===== src/bptg_pkg.sv =====
// Shared types, constants and the sine table builder for the beep pattern tone generator.
// No dependencies; every other file of the block imports this package.
package bptg_pkg;

	localparam int unsigned SINE_INDEX_BITS_DEF = 10;
	localparam int unsigned FIFO_DEPTH          = 4;
	localparam int unsigned CFG_DATA_W          = 32;
	localparam int unsigned CFG_INDEX_W         = 3;
	localparam int unsigned SAMPLE_W            = 16;

	// register reset values
	localparam logic [31:0] BOOT_PHASE_STEP_RST = 32'd1342177280;
	localparam logic [31:0] WARN_PHASE_STEP_RST = 32'd1046898278;
	localparam logic [7:0]  BOOT_BURSTS_RST     = 8'd4;
	localparam logic [19:0] BOOT_TONE_LEN_RST   = 20'd1920;
	localparam logic [19:0] BOOT_GAP_LEN_RST    = 20'd1920;
	localparam logic [19:0] WARN_TONE_LEN_RST   = 20'd1600;
	localparam logic [19:0] WARN_GAP_LEN_RST    = 20'd1600;
	localparam logic [23:0] WARN_TOTAL_LEN_RST  = 24'd80000;

	// 0.35 scaling: x*7/20 = ((x*7) >> 2) / 5, the /5 as a reciprocal multiply
	localparam logic [15:0] RECIP_5   = 16'd52429;
	localparam int unsigned RECIP_SHR = 18;

	typedef enum logic [CFG_INDEX_W-1:0] {
		REG_BOOT_PHASE_STEP = 3'd0,
		REG_WARN_PHASE_STEP = 3'd1,
		REG_BOOT_BURSTS     = 3'd2,
		REG_BOOT_TONE_LEN   = 3'd3,
		REG_BOOT_GAP_LEN    = 3'd4,
		REG_WARN_TONE_LEN   = 3'd5,
		REG_WARN_GAP_LEN    = 3'd6,
		REG_WARN_TOTAL_LEN  = 3'd7
	} reg_idx_t;

	// per-tick control word from the sequencer to the sample path
	typedef struct packed {
		logic sounding;
		logic tone;
	} tick_ctl_t;

	// Quarter-wave sine, Q30 Taylor series in Horner form, rounded to 15 bits.
	// qb is log2 of the quarter length. Elaboration use only.
	function automatic logic [14:0] quarter_sine(input int unsigned q, input int unsigned qb);
		logic [63:0] x;
		logic [63:0] x2;
		logic [63:0] t;
		logic [63:0] s;
		logic [63:0] v;
		logic [63:0] one;
		one = 64'd1 << 30;
		x   = (64'd1686629713 * 64'(q)) >> qb;
		x2  = (x * x) >> 30;
		t   = one;
		t   = one - ((x2 * t) >> 30) / 110;
		t   = one - ((x2 * t) >> 30) / 72;
		t   = one - ((x2 * t) >> 30) / 42;
		t   = one - ((x2 * t) >> 30) / 20;
		t   = one - ((x2 * t) >> 30) / 6;
		s   = (x * t) >> 30;
		v   = (s * 64'd32767 + (64'd1 << 29)) >> 30;
		if (v > 64'd32767) begin
			v = 64'd32767;
		end
		return v[14:0];
	endfunction

endpackage


===== src/bptg_fifo.sv =====
// Short first-in first-out queue between the sequencer and the sample path.
// Depends on bptg_pkg for its depth.
module bptg_fifo import bptg_pkg::*; #(
	parameter int unsigned WIDTH = 12
) (
	input  logic             clk,
	input  logic             arst_n,
	input  logic             push,
	input  logic [WIDTH-1:0] wdata,
	input  logic             pop,
	output logic [WIDTH-1:0] rdata,
	output logic             full,
	output logic             empty
);

	localparam int unsigned AW = $clog2(FIFO_DEPTH);

	logic [WIDTH-1:0] mem_q [FIFO_DEPTH];
	logic [AW-1:0]    wr_ptr_q, rd_ptr_q;
	logic [AW:0]      count_q;

	assign full  = (count_q == (AW+1)'(FIFO_DEPTH));
	assign empty = (count_q == '0);
	assign rdata = mem_q[rd_ptr_q];

	always_ff @(posedge clk) begin
		if (push) begin
			mem_q[wr_ptr_q] <= wdata;
		end
	end

	always_ff @(posedge clk or negedge arst_n) begin
		if (!arst_n) begin
			wr_ptr_q <= '0;
			rd_ptr_q <= '0;
			count_q  <= '0;
		end else begin
			if (push) begin
				wr_ptr_q <= wr_ptr_q + 1'b1;
			end
			if (pop) begin
				rd_ptr_q <= rd_ptr_q + 1'b1;
			end
			count_q <= count_q + (AW+1)'(push) - (AW+1)'(pop);
		end
	end

	a_count_bound: assert property (@(posedge clk) disable iff (!arst_n)
		count_q <= (AW+1)'(FIFO_DEPTH))
		else $error("queue count beyond depth");

	a_no_underflow: assert property (@(posedge clk) disable iff (!arst_n)
		pop |-> count_q != '0)
		else $error("pop from empty queue");

endmodule


===== config.mk =====
export PLATFORM = sky130hd
export DESIGN_NAME = bptg_fifo
export DESIGN_NICKNAME = d
export VERILOG_FILES = /design/src/bptg_pkg.sv /design/src/bptg_fifo.sv
export SDC_FILE = /design/constraint.sdc
export NUM_CORES = 1
export LEC_CHECK = 0
export ABC_AREA = 0
export BUFFER_PORTS_ARGS = -buffer_cell sky130_fd_sc_hd__buf_4
export CORE_MARGIN = 5
export CORE_UTILIZATION = 56
export DETAILED_ROUTE_END_ITERATION = 12
export PLACE_DENSITY_LB_ADDON = 0.3
export REMOVE_ABC_BUFFERS = 1
export SLEW_MARGIN = 40
export SYNTH_ARGS = -nofsm -noshare
export SYNTH_HDL_FRONTEND = slang
export SYNTH_SLANG_ARGS = --single-unit
export TNS_END_PERCENT = 100

===== constraint.sdc =====
create_clock -name clk -period 2.1 [get_ports clk]
set_input_delay 0.42 -clock clk [delete_from_list [all_inputs] [get_ports clk]]
set_output_delay 0.42 -clock clk [all_outputs]
set_load 0.02 [all_outputs]

Word level (Yosys, flattened, before mapping)
Memory sizes are Yosys's and may differ from the RTL's.
Index checks and enable logic that the tools add are counted.

word-level totals
  output and inout bits = 14
  register bits = 7
  input port bits = 16
  RAM bits = 48
  memories = 1

cells by class
  reduce and logical (&&, ||, !) cells = 1
  mux-type cells = 2
  add/subtract/negate cells = 4
  eq/ne operators = 1

memory list
  memory  depth  width  read ports  clocked after Yosys merged registers in  write ports  RTL line         source
  mem_q   4      12     1           0                                        1            bptg_fifo.sv:18  logic [WIDTH-1:0] mem_q [FIFO_DEPTH];

operators by type and width
  cell                                                            count
  2-bit by 1-bit adder with 2-bit output (second input constant)  2
  3-bit by 1-bit adder with 3-bit output                          1
  3-bit == test (second input constant)                           1
  3-bit zero test                                                 1
  3-bit by 1-bit subtractor with 3-bit output                     1
  1-bit two-way mux                                               2

Depth between registers and ports, before layout
  depth in word-level cells = 2
  gate-level depth with buffers = 7
  gate-level depth less buffers = 7

Worst setup path before layout
No wires, ideal clock.

  path type = input -> register
  from = input port pop
  to = register count_q[2]
  arrival time = 1.503 ns
  setup time = 0.123 ns
  buffers on the path = 0
  slack = 0.474 ns
  stages on the path = 6
  cell sequence = ha_1 inv_1 ha_1 fa_1 xnor2_1 xnor2_1

between the ends
  word-level cells in the longest chain between the ends = 1

RTL lines
  item                                         RTL line         source
  start: declaration                           bptg_fifo.sv:10  input logic pop,
  3-bit by 1-bit subtractor with 3-bit output  bptg_fifo.sv:44  count_q <= count_q + (AW+1)'(push) - (AW+1)'(pop);
  end signal: assignment                       bptg_fifo.sv:44
  end: declaration                             bptg_fifo.sv:20  logic [AW:0] count_q;

No other way between the ends.
A chain may end at the register's enable or synchronous reset.

Final worst setup path
  from = register rd_ptr_q[0]
  to = output port rdata[2]

between the ends
  word-level cells in the longest chain between the ends = 1

RTL lines
  item                      RTL line         source
  start: declaration        bptg_fifo.sv:19  logic [AW-1:0] wr_ptr_q, rd_ptr_q;
  start signal: assignment  bptg_fifo.sv:42  rd_ptr_q <= rd_ptr_q + 1'b1;
  memory 4 x 12 bit         --
  end: declaration          bptg_fifo.sv:11  output logic [WIDTH-1:0] rdata,

No other way between the ends.

==> reports/metrics.csv <==
stage,metric,value,unit
layout,antenna_cells_inserted,0,
yosys,post_synthesis_instance_area,0.00215,mm2
sta,achievable-frequency,502,MHz
yosys,cell_count_after_synthesis,97,
grt,first_global_vias,1094,
sta,timing.final.max_slew_violations,0,
setup_path,arrival,1.57,ns
sta,totalNegativeSetupSlack,0,ns
floorplan,pin_count,30,
floorplan,core_region_area,0.00369,mm2
route,vias_per_cell,5.29,
pwr,power.switching_fraction,31.5,%
placed_design,numPortBuffers,29,
setup_path,worst_ep_required_time,1.68,ns
grt,grt_pass1_wl,5.36,mm
grt,overflow,0,
route,number_of_drc_markers_in_iteration_0,53,
yosys,yosysWarningCount,0,
setup_path,path_class,register to output port,
floorplan,fp.dieArea,0.00517,mm2
sta,timing.final.crit_share,94.9,%
yosys,synth_async_sr_flop_share,12.7,%
cts,clk_root_buffer_cell,clkbuf_8,
cts,postCtsSetupRepairBufs,0,
cts,cts.sinks,55,
floorplan,rows,22,
layout,seq_area,0.00162,mm2
setup_path,worst_setup_path_start_kind,register,
route,detail_route.wl_per_cell,17.0,um
hold_path,hold_class,input pin to register,
yosys,synth_top_cells_by_count,"edfxtp_1, mux4_2, dfrtp_1",
route,drcViolationCount,0,
yosys,synth.ff_latch_count,55,
yosys,synth.top_cell.area_share,67.1,%
sta,worst_hold_slack,0.306,ns
cts,clock_latency,0.30,ns
route,num_vias,989,
pwr,internal-power,0.00232,W
sta,slew_headroom,58.0,%
yosys,synth_seq_area_share,75.2,%
job,drv.max_cap_violation_count,0,
pwr,power.leakage,0.954,nW
yosys,post_synth_edffs,48,
layout,drive_gt1_share,37.4,%
yosys,ys_dominant_reg_cell,edfxtp_1,
route,detailedRoute.firstPassIterationCount,4,
cts,cts_inserted_buffers,5,
sta,fin_crit,1.99,ns
placed_design,preCtsSetupSlack,0.273,ns
sta,tightest_slew,0.630,ns
placed_design,post-place-cells,178,
layout,area_growth,17.9,%
route,drtAntennaViolNets,0,
cts,cts_htree_levels,2,
placed_design,cell_area_after_placement,0.00244,mm2
layout,finish.cell_count_without_fillers,187,
route,routed_wl,3.18,mm
floorplan,initial_standard_cell_utilization_of_the_core,58.2,%
pwr,max_ir_drop_vdd,0.000648,V
placed_design,gp_congestion,0.683,
pwr,sequentialPowerShare,45.4,%
pwr,switching_power,0.00107,W
yosys,avgSynthCellArea,22.1,um2
status,outcome,"complete, no violations",
pwr,pwr_density_cell,1340,mW/mm2
pwr,clock_power_share,16.0,%
yosys,synthDistinctLibCells,17,
layout,final.fill_count,259,
cts,clkSlewWorstSetupHoldPaths,0.08,ns
pwr,power_frac_comb,38.7,%
sta,postLayoutSetupSlackWorst,0.106,ns
cts,clk_path_buf_depth,2,
layout,postLayoutCellArea,0.00253,mm2
yosys,netlist_top_cells_area,"edfxtp_1, mux4_2, dfrtp_1, mux4_1, ha_1",
sta,count_of_endpoints_failing_setup_in_the_final_report,0,
grt,grt_antenna_before_repair,0,
sta,grt_setup_unrepaired,false,
grt,grt_start_max_net_pins,17,
floorplan,chip_height,71.9,um
setup_path,cp_max_fo,7,
yosys,netlist.top_cell.by_area,edfxtp_1,
floorplan,die_x,71.9,um
sta,final.setup_skew,0.00733,ns
grt,gr-usage-all-layers,14.3,%
layout,final_nets,161,
sta,finalHoldViolCount,0,
layout,area_of_combinational_cells_with_multiple_inputs,469,um2
yosys,synthMostInstantiatedCell,edfxtp_1,
setup_path,critical_path.endpoint_type,output port,
cts,clock_tree_from_tritoncts,built,
final timing paths:
check / start / slack, ns / endpoint / cells past startpoint
worst max-delay path: rd_ptr_q[0]$_DFFE_PN0P_ / 0.11 / rdata[2] / 3
worst min-delay path: pop / 0.31 / rd_ptr_q[0]$_DFFE_PN0P_ / 2
worst max register to register: count_q[0]$_DFF_PN0_ / 0.43 / count_q[2]$_DFF_PN0_ / 7
worst min register to register: wr_ptr_q[0]$_DFFE_PN0P_ / 0.53 / wr_ptr_q[0]$_DFFE_PN0P_ / 1
max in group asynchronous: arst_n / 1.52 / count_q[0]$_DFF_PN0_ / 2
min in group asynchronous: arst_n / 0.46 / rd_ptr_q[0]$_DFFE_PN0P_ / 2
worst max-delay path, stage by stage, from the launching register on:
cell and delay [ns]:
dfrtp_1 0.35, buf_4 0.19, mux4_1 0.56, buf_4 0.17
metal layers:
layer	up-vias	routed length, um	GRT usage (%)	part of all wire, %
met2	21	1680	24.7	53
li1	458	-	-	-
met4	0	47	4.38	1.5
met3	6	175	5.40	5.5
met1	504	1270	16.5	40
met5	-	0	0	0
cell usage in the layout, fill, tap and decap left out, types with 3 or more instances in the layout:
| cell type | count |
|---|---|
| mux4_2 | 9 |
| dfrtp_1 | 7 |
| buf_4 | 36 |
| clkbuf_8 | 5 |
| and2_1 | 4 |
| inv_1 | 6 |
| ha_1 | 6 |
| mux4_1 | 3 |
| edfxtp_1 | 48 |
| xnor2_1 | 3 |
layout make-up:
cell class | count | share of cell area [%]
flip-flops and latches | 55 | 63.8
clock buffers | 6 | 2.86
well taps | 48 | 2.37
inverters | 6 | 0.889
repair buffers | 37 | 11.1
multi-input cells | 33 | 18.5
clock inverters | 2 | 0.494
stage by stage:
stage / util, % / power, W
6_report: 68.7 / 0.00339
3_5_place_dp: 66.2 / 0.00289
5_1_grt: 68.7 / 0.00361
3_3_place_gp: 66.2 / 0.00285
4_1_cts: 68.8 / 0.00343
2_1_floorplan: - / 0.00235
repair_timing:
| action | 4_1_cts | 5_1_grt |
|---|---|---|
| gates resized for setup | 0 | 1 |
| hold buffers | 1 | 0 |
| hold endpoints to repair | 7 | 0 |
| setup endpoints to repair | 0 | 1 |
power by group through the flow:
stage	clock, W	combinational (W)	sequential, W
after CTS	0.000556	0.00133	0.00154
after detailed placement	0	0.00133	0.00156
after global routing	0.000609	0.00143	0.00156
after global placement	0	0.00130	0.00154
after floorplan	0	0.000741	0.00161
final	0.000541	0.00131	0.00154
state kept, by name, indices dropped and copies added (netlist names):
register / cells
count_q: 3
wr_ptr_q: 2
mem_q: 48
rd_ptr_q: 2
kinds of logic after synthesis:
family                     count (synthesis)  share of synthesized area (%)
AOI/OAI and AO/OA                          1                          0.233
xor gates and xnor gates                   5                           2.04
and+or+nand+nor                            8                           2.04
buffers and inverters                      9                           2.74
adders and majority gates                  7                           4.43
DFF                                       55                           75.2
muxes                                     12                           13.3
Note: power is estimated with default switching activity, not from simulation.
