[src/bptg_pkg.sv]
// Shared types, constants and the sine table builder for the beep pattern tone generator.
// No dependencies; every other file of the block imports this package.
package bptg_pkg;

	localparam int unsigned SINE_INDEX_BITS_DEF = 10;
	localparam int unsigned FIFO_DEPTH          = 4;
	localparam int unsigned CFG_DATA_W          = 32;
	localparam int unsigned CFG_INDEX_W         = 3;
	localparam int unsigned SAMPLE_W            = 16;

	// register reset values
	localparam logic [31:0] BOOT_PHASE_STEP_RST = 32'd1342177280;
	localparam logic [31:0] WARN_PHASE_STEP_RST = 32'd1046898278;
	localparam logic [7:0]  BOOT_BURSTS_RST     = 8'd4;
	localparam logic [19:0] BOOT_TONE_LEN_RST   = 20'd1920;
	localparam logic [19:0] BOOT_GAP_LEN_RST    = 20'd1920;
	localparam logic [19:0] WARN_TONE_LEN_RST   = 20'd1600;
	localparam logic [19:0] WARN_GAP_LEN_RST    = 20'd1600;
	localparam logic [23:0] WARN_TOTAL_LEN_RST  = 24'd80000;

	// 0.35 scaling: x*7/20 = ((x*7) >> 2) / 5, the /5 as a reciprocal multiply
	localparam logic [15:0] RECIP_5   = 16'd52429;
	localparam int unsigned RECIP_SHR = 18;

	typedef enum logic [CFG_INDEX_W-1:0] {
		REG_BOOT_PHASE_STEP = 3'd0,
		REG_WARN_PHASE_STEP = 3'd1,
		REG_BOOT_BURSTS     = 3'd2,
		REG_BOOT_TONE_LEN   = 3'd3,
		REG_BOOT_GAP_LEN    = 3'd4,
		REG_WARN_TONE_LEN   = 3'd5,
		REG_WARN_GAP_LEN    = 3'd6,
		REG_WARN_TOTAL_LEN  = 3'd7
	} reg_idx_t;

	// per-tick control word from the sequencer to the sample path
	typedef struct packed {
		logic sounding;
		logic tone;
	} tick_ctl_t;

	// Quarter-wave sine, Q30 Taylor series in Horner form, rounded to 15 bits.
	// qb is log2 of the quarter length. Elaboration use only.
	function automatic logic [14:0] quarter_sine(input int unsigned q, input int unsigned qb);
		logic [63:0] x;
		logic [63:0] x2;
		logic [63:0] t;
		logic [63:0] s;
		logic [63:0] v;
		logic [63:0] one;
		one = 64'd1 << 30;
		x   = (64'd1686629713 * 64'(q)) >> qb;
		x2  = (x * x) >> 30;
		t   = one;
		t   = one - ((x2 * t) >> 30) / 110;
		t   = one - ((x2 * t) >> 30) / 72;
		t   = one - ((x2 * t) >> 30) / 42;
		t   = one - ((x2 * t) >> 30) / 20;
		t   = one - ((x2 * t) >> 30) / 6;
		s   = (x * t) >> 30;
		v   = (s * 64'd32767 + (64'd1 << 29)) >> 30;
		if (v > 64'd32767) begin
			v = 64'd32767;
		end
		return v[14:0];
	endfunction

endpackage

[src/bptg_front.sv]
// Front end: configuration registers and the chime/train sequencer, one tick per word.
// Depends on bptg_pkg; emits a control word and a sine table index per accepted tick.
module bptg_front import bptg_pkg::*; #(
	parameter int unsigned SINE_INDEX_BITS = SINE_INDEX_BITS_DEF
) (
	input  logic                       clk,
	input  logic                       arst_n,
	input  logic                       cfg_we,
	input  logic [CFG_INDEX_W-1:0]     cfg_index,
	input  logic [CFG_DATA_W-1:0]      cfg_data,
	input  logic                       accept,
	input  logic                       boot_request,
	input  logic                       warn_level,
	output tick_ctl_t                  ctl,
	output logic [SINE_INDEX_BITS-1:0] idx
);

	typedef enum logic [1:0] {
		MODE_IDLE = 2'd0,
		MODE_BOOT = 2'd1,
		MODE_WARN = 2'd2
	} mode_t;

	logic [31:0] boot_step_q, warn_step_q;
	logic [7:0]  boot_count_q;
	logic [19:0] boot_tone_q, boot_gap_q, warn_tone_q, warn_gap_q;
	logic [23:0] warn_total_q;

	mode_t       mode_q, mode_n;
	logic        gap_q, gap_n;
	logic [19:0] seg_q, seg_n;
	logic [7:0]  bursts_q, bursts_n;
	logic [23:0] elapsed_q, elapsed_n;
	logic [31:0] phase_q, phase_n;
	logic        last_warn_q;
	logic        rise;
	logic        boundary;

	always_ff @(posedge clk or negedge arst_n) begin
		if (!arst_n) begin
			boot_step_q  <= BOOT_PHASE_STEP_RST;
			warn_step_q  <= WARN_PHASE_STEP_RST;
			boot_count_q <= BOOT_BURSTS_RST;
			boot_tone_q  <= BOOT_TONE_LEN_RST;
			boot_gap_q   <= BOOT_GAP_LEN_RST;
			warn_tone_q  <= WARN_TONE_LEN_RST;
			warn_gap_q   <= WARN_GAP_LEN_RST;
			warn_total_q <= WARN_TOTAL_LEN_RST;
		end else if (cfg_we) begin
			unique case (reg_idx_t'(cfg_index))
				REG_BOOT_PHASE_STEP: boot_step_q  <= cfg_data;
				REG_WARN_PHASE_STEP: warn_step_q  <= cfg_data;
				REG_BOOT_BURSTS:     boot_count_q <= cfg_data[7:0];
				REG_BOOT_TONE_LEN:   boot_tone_q  <= cfg_data[19:0];
				REG_BOOT_GAP_LEN:    boot_gap_q   <= cfg_data[19:0];
				REG_WARN_TONE_LEN:   warn_tone_q  <= cfg_data[19:0];
				REG_WARN_GAP_LEN:    warn_gap_q   <= cfg_data[19:0];
				REG_WARN_TOTAL_LEN:  warn_total_q <= cfg_data[23:0];
				default: ;
			endcase
		end
	end

	assign rise = warn_level & ~last_warn_q;

	always_comb begin
		mode_n    = mode_q;
		gap_n     = gap_q;
		seg_n     = seg_q;
		bursts_n  = bursts_q;
		elapsed_n = elapsed_q;
		phase_n   = phase_q;
		boundary  = 1'b0;
		ctl       = '0;
		idx       = '0;

		if (mode_q == MODE_IDLE) begin
			if (boot_request && boot_count_q != '0 && boot_tone_q != '0) begin
				mode_n   = MODE_BOOT;
				bursts_n = '0;
				gap_n    = 1'b0;
				seg_n    = '0;
				phase_n  = '0;
			end else if (rise && warn_tone_q != '0 && warn_total_q != '0) begin
				mode_n    = MODE_WARN;
				elapsed_n = '0;
				gap_n     = 1'b0;
				seg_n     = '0;
				phase_n   = '0;
			end
		end

		// warning cleared: stop now unless a gap is already under way
		if (mode_n == MODE_WARN && !warn_level && (!gap_n || seg_n == '0)) begin
			mode_n = MODE_IDLE;
		end

		unique case (mode_n)
			MODE_BOOT: begin
				ctl.sounding = 1'b1;
				if (!gap_n) begin
					ctl.tone = 1'b1;
					idx      = phase_n[31 -: SINE_INDEX_BITS];
					phase_n  = phase_n + boot_step_q;
					seg_n    = seg_n + 20'd1;
					if (seg_n >= boot_tone_q) begin
						if (bursts_n != 8'hFF) begin
							bursts_n = bursts_n + 8'd1;
						end
						if (bursts_n >= boot_count_q) begin
							mode_n = MODE_IDLE;
						end else if (boot_gap_q != '0) begin
							gap_n = 1'b1;
							seg_n = '0;
						end else begin
							seg_n   = '0;
							phase_n = '0;
						end
					end
				end else begin
					seg_n = seg_n + 20'd1;
					if (seg_n >= boot_gap_q) begin
						gap_n   = 1'b0;
						seg_n   = '0;
						phase_n = '0;
					end
				end
			end
			MODE_WARN: begin
				ctl.sounding = 1'b1;
				if (elapsed_n != '1) begin
					elapsed_n = elapsed_n + 24'd1;
				end
				if (!gap_n) begin
					ctl.tone = 1'b1;
					idx      = phase_n[31 -: SINE_INDEX_BITS];
					phase_n  = phase_n + warn_step_q;
					seg_n    = seg_n + 20'd1;
					if (seg_n >= warn_tone_q) begin
						if (warn_gap_q != '0) begin
							gap_n = 1'b1;
							seg_n = '0;
						end else begin
							boundary = 1'b1;
						end
					end
				end else begin
					seg_n = seg_n + 20'd1;
					if (seg_n >= warn_gap_q) begin
						boundary = 1'b1;
					end
				end
				if (boundary) begin
					if (elapsed_n >= warn_total_q) begin
						mode_n = MODE_IDLE;
					end else begin
						gap_n   = 1'b0;
						seg_n   = '0;
						phase_n = '0;
					end
				end
			end
			default: ;
		endcase
	end

	always_ff @(posedge clk or negedge arst_n) begin
		if (!arst_n) begin
			mode_q      <= MODE_IDLE;
			gap_q       <= 1'b0;
			seg_q       <= '0;
			bursts_q    <= '0;
			elapsed_q   <= '0;
			phase_q     <= '0;
			last_warn_q <= 1'b0;
		end else if (accept) begin
			mode_q      <= mode_n;
			gap_q       <= gap_n;
			seg_q       <= seg_n;
			bursts_q    <= bursts_n;
			elapsed_q   <= elapsed_n;
			phase_q     <= phase_n;
			last_warn_q <= warn_level;
		end
	end

endmodule

[config.mk]
export PLATFORM = sky130hd
export DESIGN_NAME = bptg_front
export DESIGN_NICKNAME = d
export VERILOG_FILES = /design/src/bptg_pkg.sv /design/src/bptg_front.sv
export SDC_FILE = /design/constraint.sdc
export NUM_CORES = 1
export LEC_CHECK = 0
export BUFFER_PORTS_ARGS = -buffer_cell sky130_fd_sc_hd__clkbuf_2
export CAP_MARGIN = 20
export CORE_MARGIN = 2
export CORE_UTILIZATION = 65
export CTS_CLUSTER_DIAMETER = 150
export CTS_CLUSTER_SIZE = 12
export DETAILED_ROUTE_END_ITERATION = 8
export PLACE_DENSITY = 0.83
export SLEW_MARGIN = 30
export SYNTH_ARGS = -nofsm -noshare
export SYNTH_HDL_FRONTEND = slang
export SYNTH_SLANG_ARGS = --single-unit
[constraint.sdc]
create_clock -name clk -period 16.65 [get_ports clk]
set_input_delay 2.4975 -clock clk [delete_from_list [all_inputs] [get_ports clk]]
set_output_delay 2.4975 -clock clk [all_outputs]
set_load 0.02 [all_outputs]
# Yosys cells after proc, flatten, opt, wreduce, memory -nomap -nowiden

Cells that the tools add are included.

Input port bits: 41
Register bits: 264

Magnitude comparators: 6
Reduce and logical (&&, ||, !) cells: 27
Bitwise gates (word level): 2
Add/sub/neg operators: 5
Muxes and demuxes: 73
Equal/unequal tests: 12

Operators with widths:

| cell                                                            | count |
|---|---|
| 32-bit 2-to-1 mux                                               | 11 |
| 20-bit 2-to-1 mux                                               | 12 |
| 24-bit 2-to-1 mux                                               | 6 |
| 20-bit >= comparator                                            | 4 |
| 20-bit nonzero test                                             | 4 |
| 8-bit 2-to-1 mux                                                | 9 |
| 32-bit adder                                                    | 2 |
| 32-bit one-hot mux with 2 select lines                          | 1 |
| 20-bit one-hot mux with 2 select lines                          | 1 |
| 24-bit by 1-bit adder with 24-bit output, second input constant | 1 |
| 24-bit >= comparator                                            | 1 |
| 24-bit inequality test, second input constant                   | 1 |
| 24-bit nonzero test                                             | 1 |
| 20-bit by 1-bit adder with 20-bit output, second input constant | 1 |
| 20-bit zero test                                                | 1 |
| 10-bit 2-to-1 mux                                               | 2 |
| 2-bit 2-to-1 mux                                                | 10 |
| 1-bit 2-to-1 mux                                                | 19 |
| 2-bit AND reduction                                             | 8 |
| 3-bit equality test, second input constant                      | 4 |
| 8-bit by 1-bit adder with 8-bit output, second input constant   | 1 |
| 8-bit >= comparator                                             | 1 |
| 8-bit inequality test, second input constant                    | 1 |
| 8-bit nonzero test                                              | 1 |
| 14 further kinds                                                | 22 |

# Depth between registers and ports, before layout

Gate-level depths: netlist of the first run.

Depth after elaboration: 18
Gate-level depth with buffers: 30
Depth with buffers taken out: 26

# Least setup slack after synthesis of the first run

No wires, ideal clock.

Path type: input port to output port
Start: input port boot_request
End: output port idx[8]
Stages: 18
Slack: 8.125 ns
Arrival: 6.028 ns
Buffers on the path: 4
Cells stage by stage: inv_1 a2111oi_0 o21ai_2 clkbuf_1 clkbuf_1 and3_1 inv_1 ha_1 nor4b_1 nand4_1 nor4_1 nor2_1 o32a_1 ha_1 inv_1 clkbuf_1 clkbuf_1 and3_1

Longest elaborated chain between the ends: 11

Ends and longest elaborated chain:

| what                                                                                  | RTL line         | RTL |
|---|---|---|
| start, declared                                                                       | bptg_front.sv:12 | `input logic boot_request,` |
| 1-bit logical AND * (2 in series)                                                     | bptg_front.sv:78 | `if (boot_request && boot_count_q != '0 && boot_tone_q != '0) begin` |
| 20-bit 2-to-1 mux (tied with other cells)                                             | bptg_front.sv:78 |  |
| 20-bit 2-to-1 mux (tied with other cells)                                             | bptg_front.sv:77 | `if (mode_q == MODE_IDLE) begin` |
| 20-bit zero test (tied with other cells)                                              | bptg_front.sv:94 | `if (mode_n == MODE_WARN && !warn_level && (!gap_n \|\| seg_n == '0)) begin` |
| 1-bit logical OR or 1-bit logical AND (tied branches)                                 | bptg_front.sv:94 |  |
| 1-bit logical AND                                                                     | bptg_front.sv:94 |  |
| 2-bit 2-to-1 mux                                                                      | bptg_front.sv:94 |  |
| 2-bit equality test or 2-bit by 1-bit equality test with 1-bit output (tied branches) | bptg_front.sv:98 | `unique case (mode_n)` |
| 2-bit OR reduction (no source line)                                                   | n/a              |  |
| 10-bit 2-to-1 mux *                                                                   | n/a              |  |
| end, declared                                                                         | bptg_front.sv:15 | `output logic [SINE_INDEX_BITS-1:0] idx` |

Mark *: on every way between the ends. The rest lies on a longest branch, timed or not.

# Final worst setup path of the first run

Ends and elaborated chain as after synthesis.

==> results of run 1 <==
## placed cells by master, fill, tap and decap left out, types with 57 or more instances in the layout
cell type,n
dfrtp_1,225
nand2_1,189
ha_1,180
mux2_2,150
inv_1,146
o21ai_0,145
a21oi_1,114
nor2_1,110
and3_1,57
## routing by layer
metal,vias to the layer above,GRT usage,routed length (um)
met5,-,0,0
met4,0,0.137,2170
met3,142,0.0556,4770
met2,797,0.564,24900
met1,7912,0.491,22100
li1,7400,-,-
## where the power goes
part	switching (W)	internal, W
logic	0.000856	0.000554
registers	0.000117	0.000796
clock network	0.000255	0.000283
## area by class of cell
| cell class | instances | area (sq um) |
|---|---|---|
| Fill cell | 2088 | 8030 |
| Sequential cell | 264 | 6660 |
| Inverter | 147 | 552 |
| Timing Repair Buffer | 71 | 444 |
| Clock inverter | 1 | 8.76 |
| Multi-Input combinational cell | 1529 | 11100 |
| Clock buffer | 45 | 701 |
| Tap cell | 378 | 473 |
| Antenna cell | 1 | 2.50 |
## synthesized netlist by cell type, types with 9 or more instances
cell      count  share of area
a211oi_1     17         0.0069
a21o_1       39          0.016
a21oi_1     114          0.031
a221oi_1     17         0.0080
a22o_1       18         0.0085
a31oi_1      21         0.0071
and2_1        9         0.0030
and3_1       57          0.019
clkbuf_1     59          0.012
dfrtp_1     225           0.30
dfstp_2      39          0.055
ha_1        180           0.12
inv_1       146          0.030
mux2_2      150          0.091
nand2_1     189          0.038
nand2b_1     19         0.0064
nand3_1      48          0.013
nand4_1      27         0.0091
nor2_1      111          0.022
nor2b_1       9         0.0030
nor3_1       35         0.0094
nor4_1       37          0.012
o211ai_1     21         0.0085
o21a_1       11         0.0045
o21ai_0     145          0.039
o21ai_1      10         0.0027
o21bai_1     12         0.0049
o31ai_1      13         0.0053
or3_1        13         0.0044
xnor2_1      51          0.024
xor2_1       40          0.019
## cell families after synthesis
logic type,after synthesis,synth area share
simple gates,581,0.153
compound gates,521,0.183
flops,264,0.359
buf+inv,217,0.0458
fa+ha+maj,182,0.124
mux,154,0.0933
xor+xnor,91,0.0430
## worst min-delay path by stage
stage                        endpoint   startpoint  slack (ns)  cells after the start
after floorplan            phase_q[0]   phase_q[0]        0.44                      2
after global placement     phase_q[0]   phase_q[0]        0.47                      2
after detailed placement   phase_q[7]   phase_q[7]        0.48                      2
after CTS                  phase_q[8]   phase_q[8]        0.50                      2
after global routing      phase_q[15]  phase_q[15]        0.53                      2
final                      phase_q[8]   phase_q[8]        0.50                      2
## sequential cells by signal (all words and copies together), names as in the netlist, 24 cells and up
register      flops
warn_step_q      32
boot_step_q      32
phase_q          32
elapsed_q        24
warn_total_q     24
## metrics by stage
stage                     total power, W  instance area (sq um)  hold WS [ns]  setup slack (ns)
after floorplan                  0.00191                  18500         0.444              8.12
after global placement           0.00222                  19100         0.467              7.74
after detailed placement         0.00228                  19200         0.484              7.59
after CTS                        0.00282                  19900         0.502              7.59
after global routing             0.00303                  19900         0.529              7.22
final                            0.00286                  19900         0.504              7.52
## tightest hold or removal path: cells and delay by family, from the launching register on
kind | cells | cell delay, ns
flip-flops | 1 | 0.34
AO/OA/AOI/OAI | 1 | 0.04
AND/OR/NAND/NOR | 1 | 0.08
==> run summary, run 1 <==
setup TNS - 0 ns
Reg2Reg Depth - 26
Routed WL - 53.9 mm
status - completed
CP Max Fanout - 22
initial drt markers - 1917
# DRC - 0
cell count after synthesis - 2010
Die ar. - 0.0299 sq mm
final setup fails - 0
share of post-route cells with drive strength above 1 - 0.151
CTS sink cnt - 264
CP Data Arrival Time - 6.63 ns
post-route ant nets - 0
CTS Hold Bufs - 0
skew final - 0.0170 ns
gr ovfl total - 0
asr flop ratio synth - 1.00
synth warn - 0
register area share after synthesis - 0.359
Layout area overhead - 7.35%
critical path depth in cells - 16
crit end category - output pin
worst-margin pin slew - 0.907 ns
area of the mapped netlist - 0.0185 sq mm
reg2reg end - phase_q[1]
Lkg Pwr - 9.23 nW
DR pass1 iterations - 7
minimum clock period - 9.13 ns
global-route wire length before repair - 85.2 mm
Core Region - 0.0279 sq mm
Inst Count DP - 2388
DR WL/cell - 22.1 um
initial antenna violation count - 2
nets - 2261
vias in the first global route - 15500
CP top delay family - simple AND/OR/NAND/NOR gates
Seq cells post-synth - 264
Setup Fix Bufs, Post-CTS - 0
EDFF count, synth - 0
Site Rows - 61
post_cts resized - 0
Finished Layout Cells - 2436
Relative slew margins - 0.396
min-delay worst type - register to register
Final Hold Violating Endpoints - 0
detailed-route via count - 16300
Reg clk slew, reported paths - 0.07 ns
PD cells - 144 mW/mm^2
worst reg2reg startpoint - warn_tone_q[11]
fin crit share - 0.548
Critical path buffers and inverters - 4
Top FF cell, synth - dfrtp_1
library cells used by synthesis - 83
port bufs - 52
CP cell instances - clkbuf_2, inv_1, a2111oi_0, o21ai_2, and2_1, nand2_1, ha_1, nor4b_1, nand4_1, nor4_1, nor2_1, o32a_1, ha_1, inv_1, and3_1, clkbuf_2
R2R setup slack - 8.87 ns
Max Freq - 110 MHz
crit path capture - idx[8]
I/O Pins - 53
clock buffer count from CTS - 25
CP Class - input port to output pin
clk root buf - clkbuf_16
Peak VDD IR - 0.131 mV
peak per-stage delay on the critical path - 0.66 ns
Slowest-stage cell, CP - inv_1
max-cap violations - 0
DP HPWL - 38.5 mm
Placer Congestion - 0.992
deepest clock path buffer count - 3
pin count of the biggest net entering global routing - 120
Mapped Nets - 2233
Mapped Avg Cell Area - 9.22 sq um
Startpoint Class - input port
Horiz. Die Dim - 173 um
Die Height - 173 um
crit path from - boot_request
Worst Path Required - 14.15 ns
Clock Latency Late Sink - 0.56 ns
via density per instance - 6.67
Total GRT Usage - 0.355
Initial Utilization - 0.664
TritonCTS clock tree - done
post-layout util - 0.713
max-slew violations - 0
H-tree levels - 1
unrepaired setup endpoints after global routing - no
No activity file was read; power rests on OpenSTA's default activity.
==> run 2: changes to the inputs <==
--- a/config.mk
+++ b/config.mk
@@ -8,11 +8,11 @@
 export BUFFER_PORTS_ARGS = -buffer_cell sky130_fd_sc_hd__clkbuf_2
 export CAP_MARGIN = 20
 export CORE_MARGIN = 2
-export CORE_UTILIZATION = 65
+export CORE_UTILIZATION = 64
 export CTS_CLUSTER_DIAMETER = 150
 export CTS_CLUSTER_SIZE = 12
 export DETAILED_ROUTE_END_ITERATION = 8
-export PLACE_DENSITY = 0.83
+export PLACE_DENSITY = 0.82
 export SLEW_MARGIN = 30
 export SYNTH_ARGS = -nofsm -noshare
 export SYNTH_HDL_FRONTEND = slang
==> constraint.sdc (replaced) <==
create_clock -name clk -period 9.29 [get_ports clk]
set_input_delay 1.3935 -clock clk [delete_from_list [all_inputs] [get_ports clk]]
set_output_delay 1.3935 -clock clk [all_outputs]
set_load 0.02 [all_outputs]
==> run summary, run 2 (synthesis results as in run 1) <==
initial drt markers - 1703 (-11%)
CP Class - register to register
DP HPWL - 38.8 mm (+0.70%)
pin count of the biggest net entering global routing - 89 (-26%)
CP Max Fanout - 38 (+73%)
DR pass1 iterations - 5 (-2)
hold slack - 0.502 ns (-0.00278 ns)
GR met1 Demand/Resource - 0.485 (-0.00531)
via density per instance - 6.61 (-0.90%)
Finished Layout Cells - 2442 (+0.25%)
Core Region - 0.0286 sq mm (+2.5%)
detailed-route via count - 16100 (-0.65%)
Total GRT Usage - 0.354 (-0.00137)
max-cap violations - 0 (unchanged)
Site Rows - 62 (+1.6%)
skew final - 0.00998 ns (-0.00703 ns)
I/O Pins - 53 (unchanged)
DR WL/cell - 22.1 um (about the same)
Horiz. Die Dim - 174 um (+0.76%)
final setup fails - 0 (unchanged)
Reg clk slew, reported paths - 0.07 ns (about the same)
Startpoint Class - register
Lkg Pwr - 9.22 nW (about the same)
Relative slew margins - 0.415 (+0.0195)
crit end category - register
Clock Latency Late Sink - 0.54 ns (-0.02 ns)
initial antenna violation count - 2 (unchanged)
worst setup margin - 1.61 ns (-5.91 ns)
port bufs - 52 (unchanged)
unrepaired setup endpoints after global routing - no
Routed WL - 54.1 mm (+0.30%)
minimum clock period - 7.68 ns
Initial Utilization - 0.648 (-0.0160)
Peak VDD IR - 0.231 mV (+76%)
GRT met3 Usage - 0.0643 (+0.00868)
CTS sink cnt - 264 (unchanged)
Placer Congestion - 0.998 (+0.53%)
most common cell after layout, fill and taps aside - dfrtp_1
vias in the first global route - 15600 (+0.48%)
max-slew violations - 0 (unchanged)
Inst Count DP - 2396 (+0.34%)
status - completed
H-tree levels - 1 (unchanged)
Final Hold Violating Endpoints - 0 (unchanged)
most frequent cells in the layout - dfrtp_1 (225), nand2_1 (189), ha_1 (180), mux2_2 (150), inv_1 (146)
Die Height - 174 um (+0.76%)
clock buffer count from CTS - 25 (unchanged)
min-delay worst type - register to register
post_cts resized - 0 (unchanged)
Setup Fix Bufs, Post-CTS - 0 (unchanged)
CTS Hold Bufs - 0 (unchanged)
# DRC - 0 (unchanged)
gr ovfl total - 0 (unchanged)
fin crit share - 0.826
deepest clock path buffer count - 3 (unchanged)
clk root buf - clkbuf_16
share of post-route cells with drive strength above 1 - 0.151 (unchanged)
Top Registers - boot_step_q (32), phase_q (32), warn_step_q (32)
Die ar. - 0.0303 sq mm (+1.5%)
Pwr Total - 0.00512 W (+79%)
GRT Max-Usage Layer - met2
Max Freq - 130 MHz
worst-margin pin slew - 0.866 ns (-0.0406 ns)
dpl ws - 1.12 ns (-6.47 ns)
Layout area overhead - 7.33% (about the same)
PD cells - 257 mW/mm^2 (+79%)
Slowest-stage cell, CP - o31a_1
post-route ant nets - 0 (unchanged)
setup TNS - 0 ns (unchanged)
TritonCTS clock tree - done
CP Data Arrival Time - 8.13 ns (+1.50 ns)
Worst Path Required - 9.75 ns (-4.40 ns)
peak per-stage delay on the critical path - 0.69 ns (+0.03 ns)
global-route wire length before repair - 85.2 mm (about the same)
GR met2 Demand/Resource - 0.559 (-0.00531)
nets - 2262 (+0.044%)
[run 2: critical path, delay by kind of cell (launching register included)]
family                   cells  cell delay (ns)
buffers and inverters        3             0.95
XOR/XNOR                     1             0.47
flip-flops                   1             0.40
adder cells (fa/ha/maj)      2             0.56
AND/OR/NAND/NOR             12             2.98
AO/OA/AOI/OAI                7             2.21
[run 2: metal layers]
layer | share of wire | vias up
met5 | 0 | -
met4 | 0.043 | 0
met3 | 0.091 | 171
met2 | 0.45 | 769
met1 | 0.42 | 7802
li1 | - | 7403
[run 2: final timing paths]
path,start,end,slack [ns],depth (start not counted)
max in group asynchronous,arst_n,boot_step_q[13],7.02,3
min in group asynchronous,arst_n,boot_tone_q[3],0.76,1
hold / removal,phase_q[0],phase_q[0],0.50,2
setup reg to reg,warn_total_q[18],phase_q[18],1.61,25
setup / recovery,warn_total_q[18],phase_q[18],1.61,25
hold reg to reg,phase_q[0],phase_q[0],0.50,2
[run 2: report_power, final]
part	internal, W	switching (W)
Sequential	0.00143	0.000194
Clock	0.000504	0.000447
Combinational	0.000994	0.00155
[run 2: stage by stage]
step | utilization | instance area [sq um]
6_report | 0.695 | 19900
5_1_grt | 0.695 | 19900
4_1_cts | 0.695 | 19900
3_5_place_dp | 0.670 | 19200
3_3_place_gp | 0.669 | 19100
2_1_floorplan | - | 18500
[run 2: layout make-up]
| cell class | count | area (sq um) |
|---|---|---|
| Antenna cell | 1 | 2.50 |
| Clock buffer | 45 | 701 |
| Fill cell | 2249 | 8720 |
| Inverter | 147 | 552 |
| Multi-Input combinational cell | 1529 | 11100 |
| Sequential cell | 264 | 6660 |
| Tap cell | 384 | 480 |
| Timing Repair Buffer | 72 | 444 |
==> run 3: changes to the inputs <==
--- a/config.mk
+++ b/config.mk
@@ -8,11 +8,11 @@
 export BUFFER_PORTS_ARGS = -buffer_cell sky130_fd_sc_hd__clkbuf_2
 export CAP_MARGIN = 20
 export CORE_MARGIN = 2
-export CORE_UTILIZATION = 64
+export CORE_UTILIZATION = 58
 export CTS_CLUSTER_DIAMETER = 150
 export CTS_CLUSTER_SIZE = 12
 export DETAILED_ROUTE_END_ITERATION = 8
-export PLACE_DENSITY = 0.82
+export PLACE_DENSITY = 0.78
 export SLEW_MARGIN = 30
 export SYNTH_ARGS = -nofsm -noshare
 export SYNTH_HDL_FRONTEND = slang
==> constraint.sdc (replaced) <==
create_clock -name clk -period 6.4 [get_ports clk]
set_input_delay 0.96 -clock clk [delete_from_list [all_inputs] [get_ports clk]]
set_output_delay 0.96 -clock clk [all_outputs]
set_load 0.02 [all_outputs]
==> run summary, run 3 (synthesis results as in run 1) <==
status - completed
CP Data Arrival Time - 6.41 ns (-1.72 ns)
Startpoint Class - register
Max Freq - 168 MHz (+29%)
nets - 2290 (+1.2%)
worst setup margin - 0.454 ns (-1.16 ns)
H-tree levels - 1 (unchanged)
Die Height - 183 um (+4.9%)
share of post-route cells with drive strength above 1 - 0.166 (+0.0148)
Clock Latency Late Sink - 0.55 ns (about the same)
hold slack - 0.415 ns (-0.0870 ns)
post-route ant nets - 0 (unchanged)
global-route wire length before repair - 86.2 mm (+1.1%)
Placer Congestion - 0.961 (-3.7%)
ANT cells - 0 (-1)
max-cap violations - 0 (unchanged)
most frequent cells in the layout - dfrtp_1 (225), nand2_1 (189), ha_1 (180), mux2_2 (150), inv_1 (146)
Horiz. Die Dim - 183 um (+4.9%)
Worst Path Required - 6.87 ns (-2.88 ns)
min-delay worst type - input port to asynchronous set/reset pin
Slowest-stage cell, CP - dfrtp_1
Die ar. - 0.0334 sq mm (+10%)
Core Region - 0.0316 sq mm (+10%)
detailed-route via count - 16200 (+0.34%)
Final Hold Violating Endpoints - 0 (unchanged)
CP Max Fanout - 6 (-84%)
CP Class - register to register
minimum clock period - 5.95 ns (-1.73 ns)
CP most frequent cell - buf_4
# DRC - 0 (unchanged)
DR pass1 iterations - 5 (unchanged)
Initial Utilization - 0.588 (-0.0602)
CTS sink cnt - 264 (unchanged)
initial drt markers - 1567 (-8.0%)
pin count of the biggest net entering global routing - 133 (+49%)
deepest clock path buffer count - 3 (unchanged)
vias in the first global route - 15900 (+1.8%)
final setup fails - 0 (unchanged)
most common cell after layout, fill and taps aside - dfrtp_1
unrepaired setup endpoints after global routing - no
via density per instance - 6.52 (-1.4%)
gr ovfl total - 0 (unchanged)
Relative slew margins - 0.460 (+0.0448)
initial antenna violation count - 4 (+2)
worst-margin pin slew - 0.810 ns (-0.0558 ns)
Reg clk slew, reported paths - 0.07 ns (about the same)
Layout area overhead - 8.84%
# fillers - 2583 (+15%)
clock buffer count from CTS - 25 (unchanged)
DR WL/cell - 21.8 um (-1.5%)
peak per-stage delay on the critical path - 0.40 ns (-0.29 ns)
TritonCTS clock tree - done
port bufs - 52 (unchanged)
PD cells - 373 mW/mm^2 (+45%)
Peak VDD IR - 0.283 mV (+22%)
dpl ws - 0.126 ns (-0.993 ns)
max-slew violations - 0 (unchanged)
Routed WL - 54.2 mm (+0.27%)
Total GRT Usage - 0.327 (-0.0262)
skew final - 0.0108 ns (+0.000861 ns)
Site Rows - 65 (+4.8%)
Top Registers - boot_step_q (32), phase_q (32), warn_step_q (32)
clk root buf - clkbuf_16
DP HPWL - 39.2 mm (+0.99%)
crit end category - register
setup TNS - 0 ns (unchanged)
I/O Pins - 53 (unchanged)
fin crit share - 0.929 (+0.103)
Lkg Pwr - 9.41 nW (+2.0%)
-- run 3: changes by cell type in the layout (fill, tap and decap cells not counted), moves of 2 or more --
cell and change:
clkbuf_1 -2, buf_4 +27, nor2_2 +2, buf_12 +2, nor2_1 -2
-- run 3: stage by stage --
| stage | total power [W] | instance area (sq um) | util | cells |
|---|---|---|---|---|
| final | 0.00753 | 20200 | 0.640 | 2486 |
| after detailed placement | 0.00604 | 19400 | 0.615 | 2440 |
| after global placement | 0.00593 | 19400 | 0.615 | 2439 |
| after global routing | 0.00802 | 20200 | 0.640 | 2486 |
| after CTS | 0.00746 | 20100 | 0.638 | 2484 |
| after floorplan | 0.00497 | 18500 | - | 2010 |
-- run 3: critical path, delay by kind of cell, from the launching register on --
kind	cells	cell delay, ns
compound gates	10	2.12
simple gates	9	1.79
buf+inv	4	0.69
fa+ha+maj	2	0.56
flops	1	0.40
xor+xnor	1	0.27
-- run 3: layout make-up --
| cell class | count | area, sq um | share of cell area |
|---|---|---|---|
| Sequential cell | 264 | 6660 | 0.330 |
| Inverter | 147 | 552 | 0.0273 |
| Clock inverter | 1 | 8.76 | 0.000434 |
| Timing Repair Buffer | 100 | 659 | 0.0327 |
| Clock buffer | 43 | 693 | 0.0343 |
| Tap cell | 402 | 503 | 0.0249 |
| Multi-Input combinational cell | 1529 | 11100 | 0.550 |
-- run 3: layer usage --
| metal | vias up | global-route usage | part of all wire |
|---|---|---|---|
| met5 | - | 0 | 0.00013 |
| met3 | 150 | 0.0526 | 0.076 |
| met1 | 7891 | 0.448 | 0.43 |
| met2 | 686 | 0.530 | 0.46 |
| met4 | 2 | 0.115 | 0.038 |
| li1 | 7471 | - | - |
-- run 3: final timing paths --
check / start / end / slack, ns / cells after the start
worst max-delay path: warn_total_q[18] / seg_q[14] / 0.45 / 26
worst min-delay path: arst_n / warn_tone_q[8] / 0.41 / 1
worst max register to register: warn_total_q[18] / seg_q[14] / 0.45 / 26
worst min register to register: phase_q[0] / phase_q[0] / 0.49 / 2
max in group asynchronous: arst_n / boot_step_q[22] / 4.77 / 2
min in group clk: phase_q[0] / phase_q[0] / 0.49 / 2
-- run 3: power breakdown --
| part | switching (W) | internal [W] | total (W) |
|---|---|---|---|
| sequential | 0.000298 | 0.00207 | 0.00237 |
| clock | 0.000657 | 0.000731 | 0.00139 |
| combinational | 0.00226 | 0.00152 | 0.00378 |
-- run 3: what timing repair did --
item                                    CTS  global route
endpoints found under the setup margin    0            61
setup buffers                             0             2
hold buffers                              0             0
resized for setup                         0             9
